--- config.mk ---
export PLATFORM = sky130hd
export DESIGN_NAME = lru_key_value_cache
export DESIGN_NICKNAME = d
export VERILOG_FILES = /design/src/sv/lkvc_pkg.sv /design/src/sv/lkvc_ram.sv /design/src/sv/lkvc_cmp.sv /design/src/sv/lru_key_value_cache.sv
export VERILOG_INCLUDE_DIRS = /design/src /design/src/sv
export SDC_FILE = /design/constraint.sdc
export NUM_CORES = 2
export LEC_CHECK = 0
export ABC_AREA = 1
export BUFFER_PORTS_ARGS = -buffer_cell sky130_fd_sc_hd__buf_2
export CORE_MARGIN = 2
export CORE_UTILIZATION = 56
export DETAILED_ROUTE_END_ITERATION = 10
export PLACE_DENSITY = 0.76
export SYNTH_ARGS = -nofsm -noshare
export SYNTH_HDL_FRONTEND = slang
export SYNTH_SLANG_ARGS = --single-unit
--- constraint.sdc ---
create_clock -name clk -period 4.97 [get_ports clk]
set_input_delay 0.994 -clock clk [delete_from_list [all_inputs] [get_ports clk]]
set_output_delay 0.994 -clock clk [all_outputs]
set_load 0.01 [all_outputs]
--- src/sv/lru_key_value_cache_defines.svh ---
// ----------------------------------------------------------------------------
// lru key/value cache assertion macros
// concurrent check wrappers, compiled out when SYNTH is defined
// ----------------------------------------------------------------------------
`ifndef LRU_KEY_VALUE_CACHE_DEFINES_SVH
`define LRU_KEY_VALUE_CACHE_DEFINES_SVH

`ifndef SYNTH
// same-cycle implication check
`define LKVC_ASSERT_IMP(label, ck, rn, ante, cons) \
    label: assert property (@(posedge ck) disable iff (!rn) (ante) |-> (cons)) \
        else $error("lkvc check failed");
// next-cycle implication check
`define LKVC_ASSERT_NXT(label, ck, rn, ante, cons) \
    label: assert property (@(posedge ck) disable iff (!rn) (ante) |=> (cons)) \
        else $error("lkvc check failed");
`else
`define LKVC_ASSERT_IMP(label, ck, rn, ante, cons)
`define LKVC_ASSERT_NXT(label, ck, rn, ante, cons)
`endif

`endif

--- src/sv/lkvc_pkg.sv ---
`timescale 1ns / 1ps
// ----------------------------------------------------------------------------
// lkvc_pkg
// shared types and constants of the lru key/value cache
// ----------------------------------------------------------------------------
package lkvc_pkg;

    // field widths
    localparam int KEY_W = 32;
    localparam int VAL_W = 32;
    localparam int CAP_W = 5;
    localparam int CMP_W = 32;

    // defaults
    localparam int         DEPTH_DEF = 16;
    localparam logic [4:0] CAP_RESET = 5'd16;

    // request codes
    localparam logic CMD_GET = 1'b0;
    localparam logic CMD_PUT = 1'b1;

    // data returned on a miss
    localparam logic [VAL_W-1:0] MISS_DATA = '1;

    // sequencer states
    typedef enum logic [3:0] {
        ST_IDLE,
        ST_SEARCH,
        ST_TOUCH,
        ST_EVCHK,
        ST_VFIND,
        ST_VREAD,
        ST_VCOPY,
        ST_BUMP,
        ST_INSERT,
        ST_DONE
    } state_t;

    // flags from the shared compare unit
    typedef struct packed {
        logic eq;
        logic lt;
    } cmp_res_t;

endpackage

--- src/sv/lkvc_ram.sv ---
`timescale 1ns / 1ps
// ----------------------------------------------------------------------------
// lkvc_ram
// generic single-write, single-read ram with registered read data
// ----------------------------------------------------------------------------
module lkvc_ram #(
    parameter int W = 32,
    parameter int D = 16
) (
    input  logic                              clk,
    input  logic                              we,
    input  logic [((D > 1) ? $clog2(D) : 1)-1:0] waddr,
    input  logic [W-1:0]                      wdata,
    input  logic [((D > 1) ? $clog2(D) : 1)-1:0] raddr,
    output logic [W-1:0]                      rdata
);

    logic [W-1:0] mem [D];

    // write port
    always_ff @(posedge clk)
    begin
        if (we)
        begin
            mem[waddr] <= wdata;
        end
    end

    // registered read port
    always_ff @(posedge clk)
    begin
        rdata <= mem[raddr];
    end

endmodule

--- src/sv/lkvc_cmp.sv ---
`timescale 1ns / 1ps
// ----------------------------------------------------------------------------
// lkvc_cmp
// shared compare unit: equality and unsigned less-than of two words
// ----------------------------------------------------------------------------
module lkvc_cmp
    import lkvc_pkg::*;
(
    input  logic [CMP_W-1:0] a,
    input  logic [CMP_W-1:0] b,
    output cmp_res_t         res
);

    // one comparator pair serves key match, rank match and rank order
    always_comb
    begin
        res.eq = (a == b);
        res.lt = (a < b);
    end

endmodule

--- src/sv/lru_key_value_cache.sv ---
`timescale 1ns / 1ps
// ----------------------------------------------------------------------------
// lru_key_value_cache
// key/value store with least-recently-used replacement
// ----------------------------------------------------------------------------
// With N entries stored, a request walks the key, value and rank rams one
// entry a cycle through their single registered read port, judged by one
// shared compare unit. A get miss runs the lookup scan and then its result
// stage; a get hit adds a rank update pass between the two, and a put of a
// known key runs the lookup and the rank update pass, as it has no result
// stage. A put of a new key follows its lookup with a room check, then per
// eviction a victim scan, a read of the last entry, a copy of it into the
// victim slot and another room check, then a rank bump over the entries left
// (skipped when none are left) and an insert. With a zero capacity a get goes
// straight to its result stage and a put is dropped without a lookup. The
// block takes one request at a time; a get result sits in an output register,
// so the next request can be accepted while it waits, and a get holds in its
// result stage only while the previous result is still unread. No clearing
// pass runs after reset.
// ----------------------------------------------------------------------------
`include "lru_key_value_cache_defines.svh"

module lru_key_value_cache
    import lkvc_pkg::*;
#(
    parameter int DEPTH = DEPTH_DEF
) (
    input  logic             clk,
    input  logic             rst_n,
    // configuration
    input  logic             cfg_we,
    input  logic [CAP_W-1:0] cfg_wdata,
    // request channel
    input  logic             in_valid,
    output logic             in_ready,
    input  logic             cmd,
    input  logic [KEY_W-1:0] key,
    input  logic [VAL_W-1:0] value,
    // result channel
    output logic             out_valid,
    input  logic             out_ready,
    output logic             hit,
    output logic [VAL_W-1:0] data
);

    localparam int AW = (DEPTH > 1) ? $clog2(DEPTH) : 1;
    localparam int RW = AW;
    localparam int CW = $clog2(DEPTH + 1);

    // control state
    state_t           state_reg, state_next;
    logic [CAP_W-1:0] capacity_reg;
    logic [CW-1:0]    count_reg, count_next;
    logic [CW-1:0]    idx_reg, idx_next;
    logic             pv_reg, pv_next;
    logic             found_reg, found_next;
    logic             out_valid_reg, out_valid_next;

    // payload state
    logic             cmd_reg, cmd_next;
    logic [KEY_W-1:0] key_reg, key_next;
    logic [VAL_W-1:0] value_reg, value_next;
    logic [AW-1:0]    pidx_reg, pidx_next;
    logic [AW-1:0]    slot_reg, slot_next;
    logic [RW-1:0]    frank_reg, frank_next;
    logic [VAL_W-1:0] fval_reg, fval_next;
    logic             hit_reg, hit_next;
    logic [VAL_W-1:0] data_reg, data_next;

    // ram ports
    logic [AW-1:0]    rd_addr, wr_addr;
    logic             key_we, val_we, rank_we;
    logic [KEY_W-1:0] key_wdata, key_rd;
    logic [VAL_W-1:0] val_wdata, val_rd;
    logic [RW-1:0]    rank_wdata, rank_rd;

    // compare unit
    logic [CMP_W-1:0] cmp_a, cmp_b;
    cmp_res_t         cmp_res;

    // misc
    logic [CW-1:0]    cap_eff;
    logic [RW-1:0]    rank_tgt;
    logic             issue;
    logic             match;
    logic             scan_state;
    logic             in_take;
    logic             out_free;

    // capacity saturates at the store depth
    assign cap_eff = ({{(CMP_W - CAP_W){1'b0}}, capacity_reg} > CMP_W'(DEPTH))
                   ? CW'(DEPTH) : CW'(capacity_reg);

    assign rank_tgt = RW'(count_reg - CW'(1));
    assign issue    = (idx_reg < count_reg);
    assign match    = pv_reg && cmp_res.eq;
    assign in_take  = in_valid && in_ready;
    assign out_free = !out_valid_reg || out_ready;

    assign scan_state = (state_reg == ST_SEARCH) || (state_reg == ST_TOUCH) ||
                        (state_reg == ST_VFIND)  || (state_reg == ST_BUMP);

    // storage
    lkvc_ram #(.W(KEY_W), .D(DEPTH)) u_key_ram (
        .clk   (clk),
        .we    (key_we),
        .waddr (wr_addr),
        .wdata (key_wdata),
        .raddr (rd_addr),
        .rdata (key_rd)
    );

    lkvc_ram #(.W(VAL_W), .D(DEPTH)) u_val_ram (
        .clk   (clk),
        .we    (val_we),
        .waddr (wr_addr),
        .wdata (val_wdata),
        .raddr (rd_addr),
        .rdata (val_rd)
    );

    lkvc_ram #(.W(RW), .D(DEPTH)) u_rank_ram (
        .clk   (clk),
        .we    (rank_we),
        .waddr (wr_addr),
        .wdata (rank_wdata),
        .raddr (rd_addr),
        .rdata (rank_rd)
    );

    lkvc_cmp u_cmp (
        .a   (cmp_a),
        .b   (cmp_b),
        .res (cmp_res)
    );

    // next state
    always_comb
    begin
        state_next = state_reg;
        unique case (state_reg)
            ST_IDLE:
            begin
                if (in_valid)
                begin
                    if (cap_eff == '0)
                    begin
                        state_next = (cmd == CMD_GET) ? ST_DONE : ST_IDLE;
                    end
                    else
                    begin
                        state_next = ST_SEARCH;
                    end
                end
            end
            ST_SEARCH:
            begin
                if (match)
                begin
                    state_next = ST_TOUCH;
                end
                else if (!issue)
                begin
                    state_next = (cmd_reg == CMD_GET) ? ST_DONE : ST_EVCHK;
                end
            end
            ST_TOUCH:
            begin
                if (!issue)
                begin
                    state_next = (cmd_reg == CMD_GET) ? ST_DONE : ST_IDLE;
                end
            end
            ST_EVCHK:
            begin
                if (count_reg >= cap_eff)
                begin
                    state_next = ST_VFIND;
                end
                else if (count_reg == '0)
                begin
                    state_next = ST_INSERT;
                end
                else
                begin
                    state_next = ST_BUMP;
                end
            end
            ST_VFIND:
            begin
                if (match || (!issue && !pv_reg))
                begin
                    state_next = ST_VREAD;
                end
            end
            ST_VREAD:  state_next = ST_VCOPY;
            ST_VCOPY:  state_next = ST_EVCHK;
            ST_BUMP:
            begin
                if (!issue)
                begin
                    state_next = ST_INSERT;
                end
            end
            ST_INSERT: state_next = ST_IDLE;
            ST_DONE:
            begin
                if (out_free)
                begin
                    state_next = ST_IDLE;
                end
            end
            default:   state_next = ST_IDLE;
        endcase
    end

    // sequencer outputs: ram controls and compare operands
    always_comb
    begin
        in_ready   = (state_reg == ST_IDLE);
        rd_addr    = idx_reg[AW-1:0];
        wr_addr    = pidx_reg;
        key_we     = 1'b0;
        val_we     = 1'b0;
        rank_we    = 1'b0;
        key_wdata  = key_rd;
        val_wdata  = val_rd;
        rank_wdata = rank_rd;
        cmp_a      = '0;
        cmp_b      = '0;
        unique case (state_reg)
            ST_SEARCH:
            begin
                cmp_a     = key_rd;
                cmp_b     = key_reg;
                // put hit rewrites the value in place
                val_we    = match && (cmd_reg == CMD_PUT);
                val_wdata = value_reg;
            end
            ST_TOUCH:
            begin
                cmp_a   = {{(CMP_W - RW){1'b0}}, rank_rd};
                cmp_b   = {{(CMP_W - RW){1'b0}}, frank_reg};
                rank_we = pv_reg;
                if (pidx_reg == slot_reg)
                begin
                    rank_wdata = '0;
                end
                else if (cmp_res.lt)
                begin
                    rank_wdata = rank_rd + RW'(1);
                end
                else
                begin
                    rank_wdata = rank_rd;
                end
            end
            ST_VFIND:
            begin
                cmp_a = {{(CMP_W - RW){1'b0}}, rank_rd};
                cmp_b = {{(CMP_W - RW){1'b0}}, rank_tgt};
            end
            ST_VREAD:
            begin
                rd_addr = rank_tgt[AW-1:0];
            end
            ST_VCOPY:
            begin
                // last entry moves into the victim slot
                wr_addr = slot_reg;
                key_we  = 1'b1;
                val_we  = 1'b1;
                rank_we = 1'b1;
            end
            ST_BUMP:
            begin
                rank_we    = pv_reg;
                rank_wdata = rank_rd + RW'(1);
            end
            ST_INSERT:
            begin
                wr_addr    = count_reg[AW-1:0];
                key_we     = 1'b1;
                val_we     = 1'b1;
                rank_we    = 1'b1;
                key_wdata  = key_reg;
                val_wdata  = value_reg;
                rank_wdata = '0;
            end
            ST_IDLE, ST_EVCHK, ST_DONE:
            begin
                rd_addr = idx_reg[AW-1:0];
            end
            default:
            begin
                rd_addr = idx_reg[AW-1:0];
            end
        endcase
    end

    // datapath next values
    always_comb
    begin
        cmd_next       = cmd_reg;
        key_next       = key_reg;
        value_next     = value_reg;
        count_next     = count_reg;
        found_next     = found_reg;
        slot_next      = slot_reg;
        frank_next     = frank_reg;
        fval_next      = fval_reg;
        hit_next       = hit_reg;
        data_next      = data_reg;
        out_valid_next = out_valid_reg && !out_ready;

        // scan pointer advances only while a scan state holds
        if (scan_state && (state_next == state_reg))
        begin
            idx_next  = issue ? (idx_reg + CW'(1)) : idx_reg;
            pv_next   = issue;
            pidx_next = idx_reg[AW-1:0];
        end
        else
        begin
            idx_next  = '0;
            pv_next   = 1'b0;
            pidx_next = pidx_reg;
        end

        // capture request
        if ((state_reg == ST_IDLE) && in_take)
        begin
            cmd_next   = cmd;
            key_next   = key;
            value_next = value;
            found_next = 1'b0;
        end

        // key found
        if ((state_reg == ST_SEARCH) && match)
        begin
            found_next = 1'b1;
            slot_next  = pidx_reg;
            frank_next = rank_rd;
            fval_next  = val_rd;
        end

        // victim found
        if ((state_reg == ST_VFIND) && match)
        begin
            slot_next = pidx_reg;
        end

        // entry count
        if (state_reg == ST_VCOPY)
        begin
            count_next = count_reg - CW'(1);
        end
        else if (state_reg == ST_INSERT)
        begin
            count_next = count_reg + CW'(1);
        end

        // result register
        if ((state_reg == ST_DONE) && out_free)
        begin
            out_valid_next = 1'b1;
            hit_next       = found_reg;
            data_next      = found_reg ? fval_reg : MISS_DATA;
        end
    end

    // control registers
    always_ff @(posedge clk or negedge rst_n)
    begin
        if (!rst_n)
        begin
            state_reg     <= ST_IDLE;
            capacity_reg  <= CAP_RESET;
            count_reg     <= '0;
            idx_reg       <= '0;
            pv_reg        <= 1'b0;
            found_reg     <= 1'b0;
            out_valid_reg <= 1'b0;
        end
        else
        begin
            state_reg     <= state_next;
            count_reg     <= count_next;
            idx_reg       <= idx_next;
            pv_reg        <= pv_next;
            found_reg     <= found_next;
            out_valid_reg <= out_valid_next;
            if (cfg_we)
            begin
                capacity_reg <= cfg_wdata;
            end
        end
    end

    // payload registers
    always_ff @(posedge clk)
    begin
        cmd_reg   <= cmd_next;
        key_reg   <= key_next;
        value_reg <= value_next;
        pidx_reg  <= pidx_next;
        slot_reg  <= slot_next;
        frank_reg <= frank_next;
        fval_reg  <= fval_next;
        hit_reg   <= hit_next;
        data_reg  <= data_next;
    end

    assign out_valid = out_valid_reg;
    assign hit       = hit_reg;
    assign data      = data_reg;

    // checks
    `LKVC_ASSERT_IMP(a_count_bound, clk, rst_n, 1'b1, (count_reg <= CW'(DEPTH)))
    `LKVC_ASSERT_IMP(a_insert_room, clk, rst_n, (state_reg == ST_INSERT), (count_reg < cap_eff))
    `LKVC_ASSERT_IMP(a_rank_wr_live, clk, rst_n, (rank_we && (state_reg != ST_INSERT)), (CW'(wr_addr) < count_reg))
    `LKVC_ASSERT_NXT(a_evict_shrinks, clk, rst_n, (state_reg == ST_VCOPY), (count_reg == ($past(count_reg) - CW'(1))))
    `LKVC_ASSERT_NXT(a_put_off_idle, clk, rst_n, (in_take && (cmd == CMD_PUT) && (cap_eff == '0)), (state_reg == ST_IDLE))

endmodule

[After elaboration in Yosys (flattened, before gate mapping)]
Memory sizes are Yosys's and may differ from the RTL's. A register that Yosys moved wholly into a read port is not among the register bits.
Cells that the tools add are included.
Operators by class
  $add $sub $neg: 4
  $lt $le $gt $ge: 4
  equal/unequal tests: 13
  multiplexer cells: 43
  reduce and logical (&&, ||, !) cells: 29
Operators by type and width (number)
  $pmux W32 S3: 1
  $mux W4: 18
  $mux W32: 2
  $pmux W32 S2: 1
  $pmux W4 S9: 1
  $eq A32 B32 Y1: 1
  $lt A32 B32 Y1: 1
  $mux W5: 5
  $eq A4 B3 Y1 const B: 4
  $pmux W4 S3: 1
  $mux W1: 11
  $add A5 B1 Y5 const B: 2
  $logic_and A1 B1 Y1: 10
  $logic_not A5 Y1: 2
  $eq A4 B2 Y1 const B: 2
  $eq A4 B4 Y1: 2
  $eq A4 B4 Y1 const B: 2
  $pmux W4 S2: 1
  $reduce_or A2 Y1: 4
  $reduce_bool A2 Y1: 3
  $ge A5 B5 Y1: 1
  $gt A5 B5 Y1 const B: 1
  $logic_or A1 B1 Y1: 5
  $lt A5 B5 Y1: 1
  other kinds (7): 11
Storage, ports and cells
  register bits: 164
  bits in writable memories: 1088
  input bits: 75
  output and inout bits: 35
  logic and storage cells: 112
  memories: 3
Memory list
  u_key_ram.mem: depth 16, width 32, read ports 1, clocked after Yosys merged registers in 1, wr ports 1, RTL line lkvc_ram.sv:18  | logic [W-1:0] mem [D];
  u_val_ram.mem: depth 16, width 32, read ports 1, clocked after Yosys merged registers in 1, wr ports 1, RTL line lkvc_ram.sv:18
  u_rank_ram.mem: depth 16, width 4, read ports 1, clocked after Yosys merged registers in 1, wr ports 1, RTL line lkvc_ram.sv:18

[Logic depth before layout (Yosys ltp)]
  word-level depth: 11
  mapped depth: 22
  mapped depth without buffers: 22

[By module]
Synthesis repeated with hierarchy kept, for this count alone.
Unflattened totals
  cells, all modules: 5374
  area total of the unflattened synthesis: 57064.7 µm²
Modules (own cells, without submodules)
  lkvc_ram (u_key_ram ...): times used 2, cells an instance 2120, area an instance 22730.6 µm², sequential area each 16015.4 µm²
  lru_key_value_cache: times used 1, cells an instance 704, area an instance 7772.5 µm², sequential area each 4815.9 µm²
  lkvc_ram (u_rank_ram): times used 1, cells an instance 290, area an instance 2966.6 µm², sequential area each 2001.9 µm²
  lkvc_cmp: times used 1, cells an instance 140, area an instance 864.6 µm², sequential area each 0.0 µm²

[Worst setup path after synthesis]
OpenSTA, ideal clock, no wires.
  path type: register to register
  from: reg state_reg[2]
  to: mem u_val_ram.mem[0][0] (enable)
  library setup time: 0.387 ns
  arrival: 4.854 ns
  required time: 4.583 ns
  slack: -0.270 ns
  cell stages (with the launch flop): 18
  buffers on the path: 2
  period minus slack after synthesis: 5.240 ns
  path through: dfrtp_1 > nor2_1 > inv_1 > nor2_2 > clkbuf_1 > nand2_1 > ha_1 > nand2_1 > nor2_1 > nand2_1 > nor2_1 > nand2_1 > nor2_1 > nand2_1 > nand2_1 > buf_2 > nand2_1 > inv_1
Between the ends
  word-level cells in the longest chain between the ends: 9
  elaborated cells between the ends (all ways): 16
  classes of those cells: eq/ne (6); mux (6); reduce/logical (4)
Ends and longest elaborated chain
  from (decl): RTL line lru_key_value_cache.sv:51  | state_t state_reg, state_next;
  from (signal assigned): RTL line lru_key_value_cache.sv:388  | state_reg <= state_next;
  $eq A4 B2 Y1 or $eq A4 B3 Y1 (tied branches): RTL line lru_key_value_cache.sv:231  | unique case (state_reg)
  $reduce_or A2 Y1 (no line)
  $pmux W32 S2: RTL line lru_key_value_cache.sv:231
  $eq A32 B32 Y1: RTL line lkvc_cmp.sv:17  | res.eq = (a == b);
  $logic_and A1 B1 Y1: RTL line lru_key_value_cache.sv:96  | assign match = pv_reg && cmp_res.eq;
  $logic_and A1 B1 Y1: RTL line lru_key_value_cache.sv:237  | val_we = match && (cmd_reg == CMD_PUT);
  $pmux W1 S2: RTL line lru_key_value_cache.sv:231
  $mux W1: RTL line lkvc_ram.sv:23  | if (we)
  $mux W1 (not written as such): RTL line lkvc_ram.sv:25  | mem[waddr] <= wdata;
  to (decl): RTL line lkvc_ram.sv:18
Several ways; a longest one is shown, not always the timed one.

[Worst setup path in the final report]
  from: reg state_reg[2]
  to: mem u_val_ram.mem[0][9] (enable)
Same word-level chain as after synthesis.

==> summary.md <==
| Metric | Value |
|---|---|
| Run status | `completed` |
| #FFs+latches synth | `1320` |
| Starting DRT DRC Count | `4440` |
| 1st-pass router iterations | `6` |
| Clock insertion delay at the later pin of the skew report | `730 ps` |
| Critical path class | `reg -> reg` |
| Finish-stage setup viols | `0` |
| Startpoint types | `flip-flop` |
| Final Slew Violations | `0` |
| Mapped Avg Cell Area | `13.47 um^2` |
| WHS | `239.3 ps` |
| PortBufs | `109` |
| Crit end category | `flip-flop` |
| Pwr Density | `577.0 nW/um^2` |
| Rows | `111` |
| Per-cell routed wire length | `23.31 um` |
| Detailed Route WL | `123300 um` |
| Boundary Pins | `110` |
| Critical Path AT | `4840 ps` |
| Clk pin slew, worst setup/hold paths | `60 ps` |
| Final worst slack | `462.9 ps` |
| Initial antenna violation count | `0` |
| Seq/Total Area, Yosys | `74.86%` |
| First-pass GRT wire length | `187300 um` |
| RD Place Congestion | `0.9005` |
| Total Power | `33.61 mW` |
| Yosys top cell area share | `71.17%` |
| Hold-fix buffers, CTS | `0` |
| Layout Nets | `4065` |
| Fin Setup TNS | `0 ps` |
| RSZ-0062 raised after global routing | `false` |
| Clk sinks | `1320` |
| Final hold viol count | `0` |
| CTS tree | `done` |
| Root Buffer | `clkbuf_16` |
| Max rail drop VDD | `0.3371 mV` |
| Minimum clock period | `4507 ps` |
| Cell count after synthesis | `3854` |
| CP required | `5310 ps` |
| Biggest area consumer among synthesized cells | `edfxtp_1` |
| Slew @ Worst Pin | `1153 ps` |
| Die ar. | `95120 um^2` |
| Post-CTS setup buffers | `0` |
| Die Width | `308.4 um` |
| Yosys cell types | `40` |
| Via density | `6.145` |
| Core area | `91800 um^2` |
| Num CTS Buffers | `130` |
| HP Class | `in -> async` |
| Post-Syn Area | `51890 um^2` |
| Synth warn | `0` |
| Filler cells | `6400` |
| H-tree depth | `4` |
| Period Utilization, post-route | `90.69%` |
| Top cells by area, synth | `edfxtp_1 (71%), nor2_1 (4.9%), o21ai_0 (4.7%)` |
| Share of layout cells above drive strength 1 | `12.68%` |
| Post-cts sizing count | `0` |
| Slew headroom | `22.82%` |
| Vias post-DR | `32.51k` |
| Lkg Pwr | `19.35 nW` |
| Largest net degree at the start of global routing | `207` |
| Die height | `308.4 um` |
| Vias in the first global route | `31.72k` |
| CP max FO | `35` |
| Maxcap violations | `0` |
| Starting density of the core | `56.53%` |
| Hpwl dp | `66790 um` |
| DRC errors left | `0` |
| N_diodes | `0` |
| Tot GR Track Use | `26.07%` |
| Max clock buf depth | `3` |
| Synth-to-Final Area Change | `12.25%` |
| GR Overflow Total | `0` |
| Dpl ws | `445.6 ps` |
| Routed Antenna Nets | `0` |
| Regs by FF count | `u_key_ram.mem (512), u_val_ram.mem (512), u_rank_ram.mem (64)` |
| Fmax | `0.2219 GHz` |
| Fin Clk Skew | `23.97 ps` |
| Syn_nets | `3975` |
==> final cells by class <==
cell class / count / area [um^2] / share of cell area, %
multi-input combinational: 2154 / 11580 / 19.88
sequential: 1320 / 38850 / 66.69
inverter: 132 / 516.7 / 0.8871
clock inverter: 48 / 529.3 / 0.9086
timing repair buffer: 206 / 1524 / 2.616
tap: 1243 / 1555 / 2.670
clock buffer: 187 / 3695 / 6.343
==> stage by stage <==
step,cell area (um^2),std cells,utilization [%]
final,58250,5290,63.45
after global routing,58250,5290,63.45
after floorplan,51900,3854,-
after global placement,54020,5055,58.85
after detailed placement,54020,5055,58.85
after CTS,58250,5290,63.45
==> worst max-delay path: stages (launching register included) <==
cell     delay, ps
dfrtp_1        410
nor2_1         200
inv_1          110
nor2_4         110
buf_4          370
nand2_1        100
ha_1           310
nand2_1         70
nor2_1         170
nand2_1         70
nor2_1         330
nand2_1        280
nor2_4         150
nand2_1        140
nand2_1        440
nand2_1        140
inv_2          690
==> metal layers <==
metal  global-route usage, %  up-vias  part of all wire [%]
met3                   3.848      253                   9.2
met2                   41.68     1830                    48
met5                       0        -                     0
met1                   36.45    15900                    40
met4                   10.23        0                   3.2
li1                        -    14530                     -
==> placed cells by master, fill, tap and decap left out, drive strengths merged, types with 46 or more instances in the layout <==
| cell | instances |
|---|---|
| nor2 | 677 |
| o221ai | 192 |
| nand2 | 258 |
| o21ai | 600 |
| o22ai | 86 |
| ha | 46 |
| inv | 135 |
| nand3 | 76 |
| buf | 206 |
| clkbuf | 187 |
| dfxtp | 68 |
| o211ai | 85 |
| edfxtp | 1230 |
==> cell families after synthesis <==
logic type      after synthesis  share of synthesized area (%)
mux                          35                         0.7595
fa+ha+maj                    46                          1.109
simple gates               1062                          8.181
xor+xnor                     13                         0.2194
flops                      1320                          74.86
buf+inv                     380                          3.180
compound gates              998                          11.69
==> cell usage after synthesis, drive strengths merged <==
cell,n
mux2,35
ha,46
o221ai,192
or2,35
nand2,258
a221oi,1
dfxtp,68
xnor2,7
nor2,677
a41oi,1
a22oi,1
o21ai,600
a21oi,28
nand3b,3
o211ai,85
inv,132
nor3,3
o31ai,1
dfrtp,21
xor2,6
edfxtp,1230
o22ai,86
nand4,10
buf,111
nand3,76
a31oi,3
clkbuf,137
dfstp,1
==> worst paths after layout <==
path                            slack, ps                 from                   to  cells after the start
worst max-delay path                  460         state_reg[2]  u_val_ram.mem[0][9]                     16
worst min-delay path                  240                rst_n           idx_reg[1]                      1
worst max register to register        460         state_reg[2]  u_val_ram.mem[0][9]                     16
worst min register to register        430  u_val_ram.rdata[24]         fval_reg[24]                      0
max in group asynchronous            4360                rst_n      capacity_reg[4]                      1
min in group clk                      430  u_val_ram.rdata[24]         fval_reg[24]                      0
==> power by group <==
group | leakage (nW) | internal, mW | switching (mW) | total, mW
Clock | 2.06 | 5.74 | 4.01 | 9.75
Sequential | 11.9 | 15.1 | 0.386 | 15.5
Combinational | 5.41 | 2.15 | 6.25 | 8.40
Total | 19.3 | 23.0 | 10.6 | 33.6
Power figures use the tool's default switching activity.
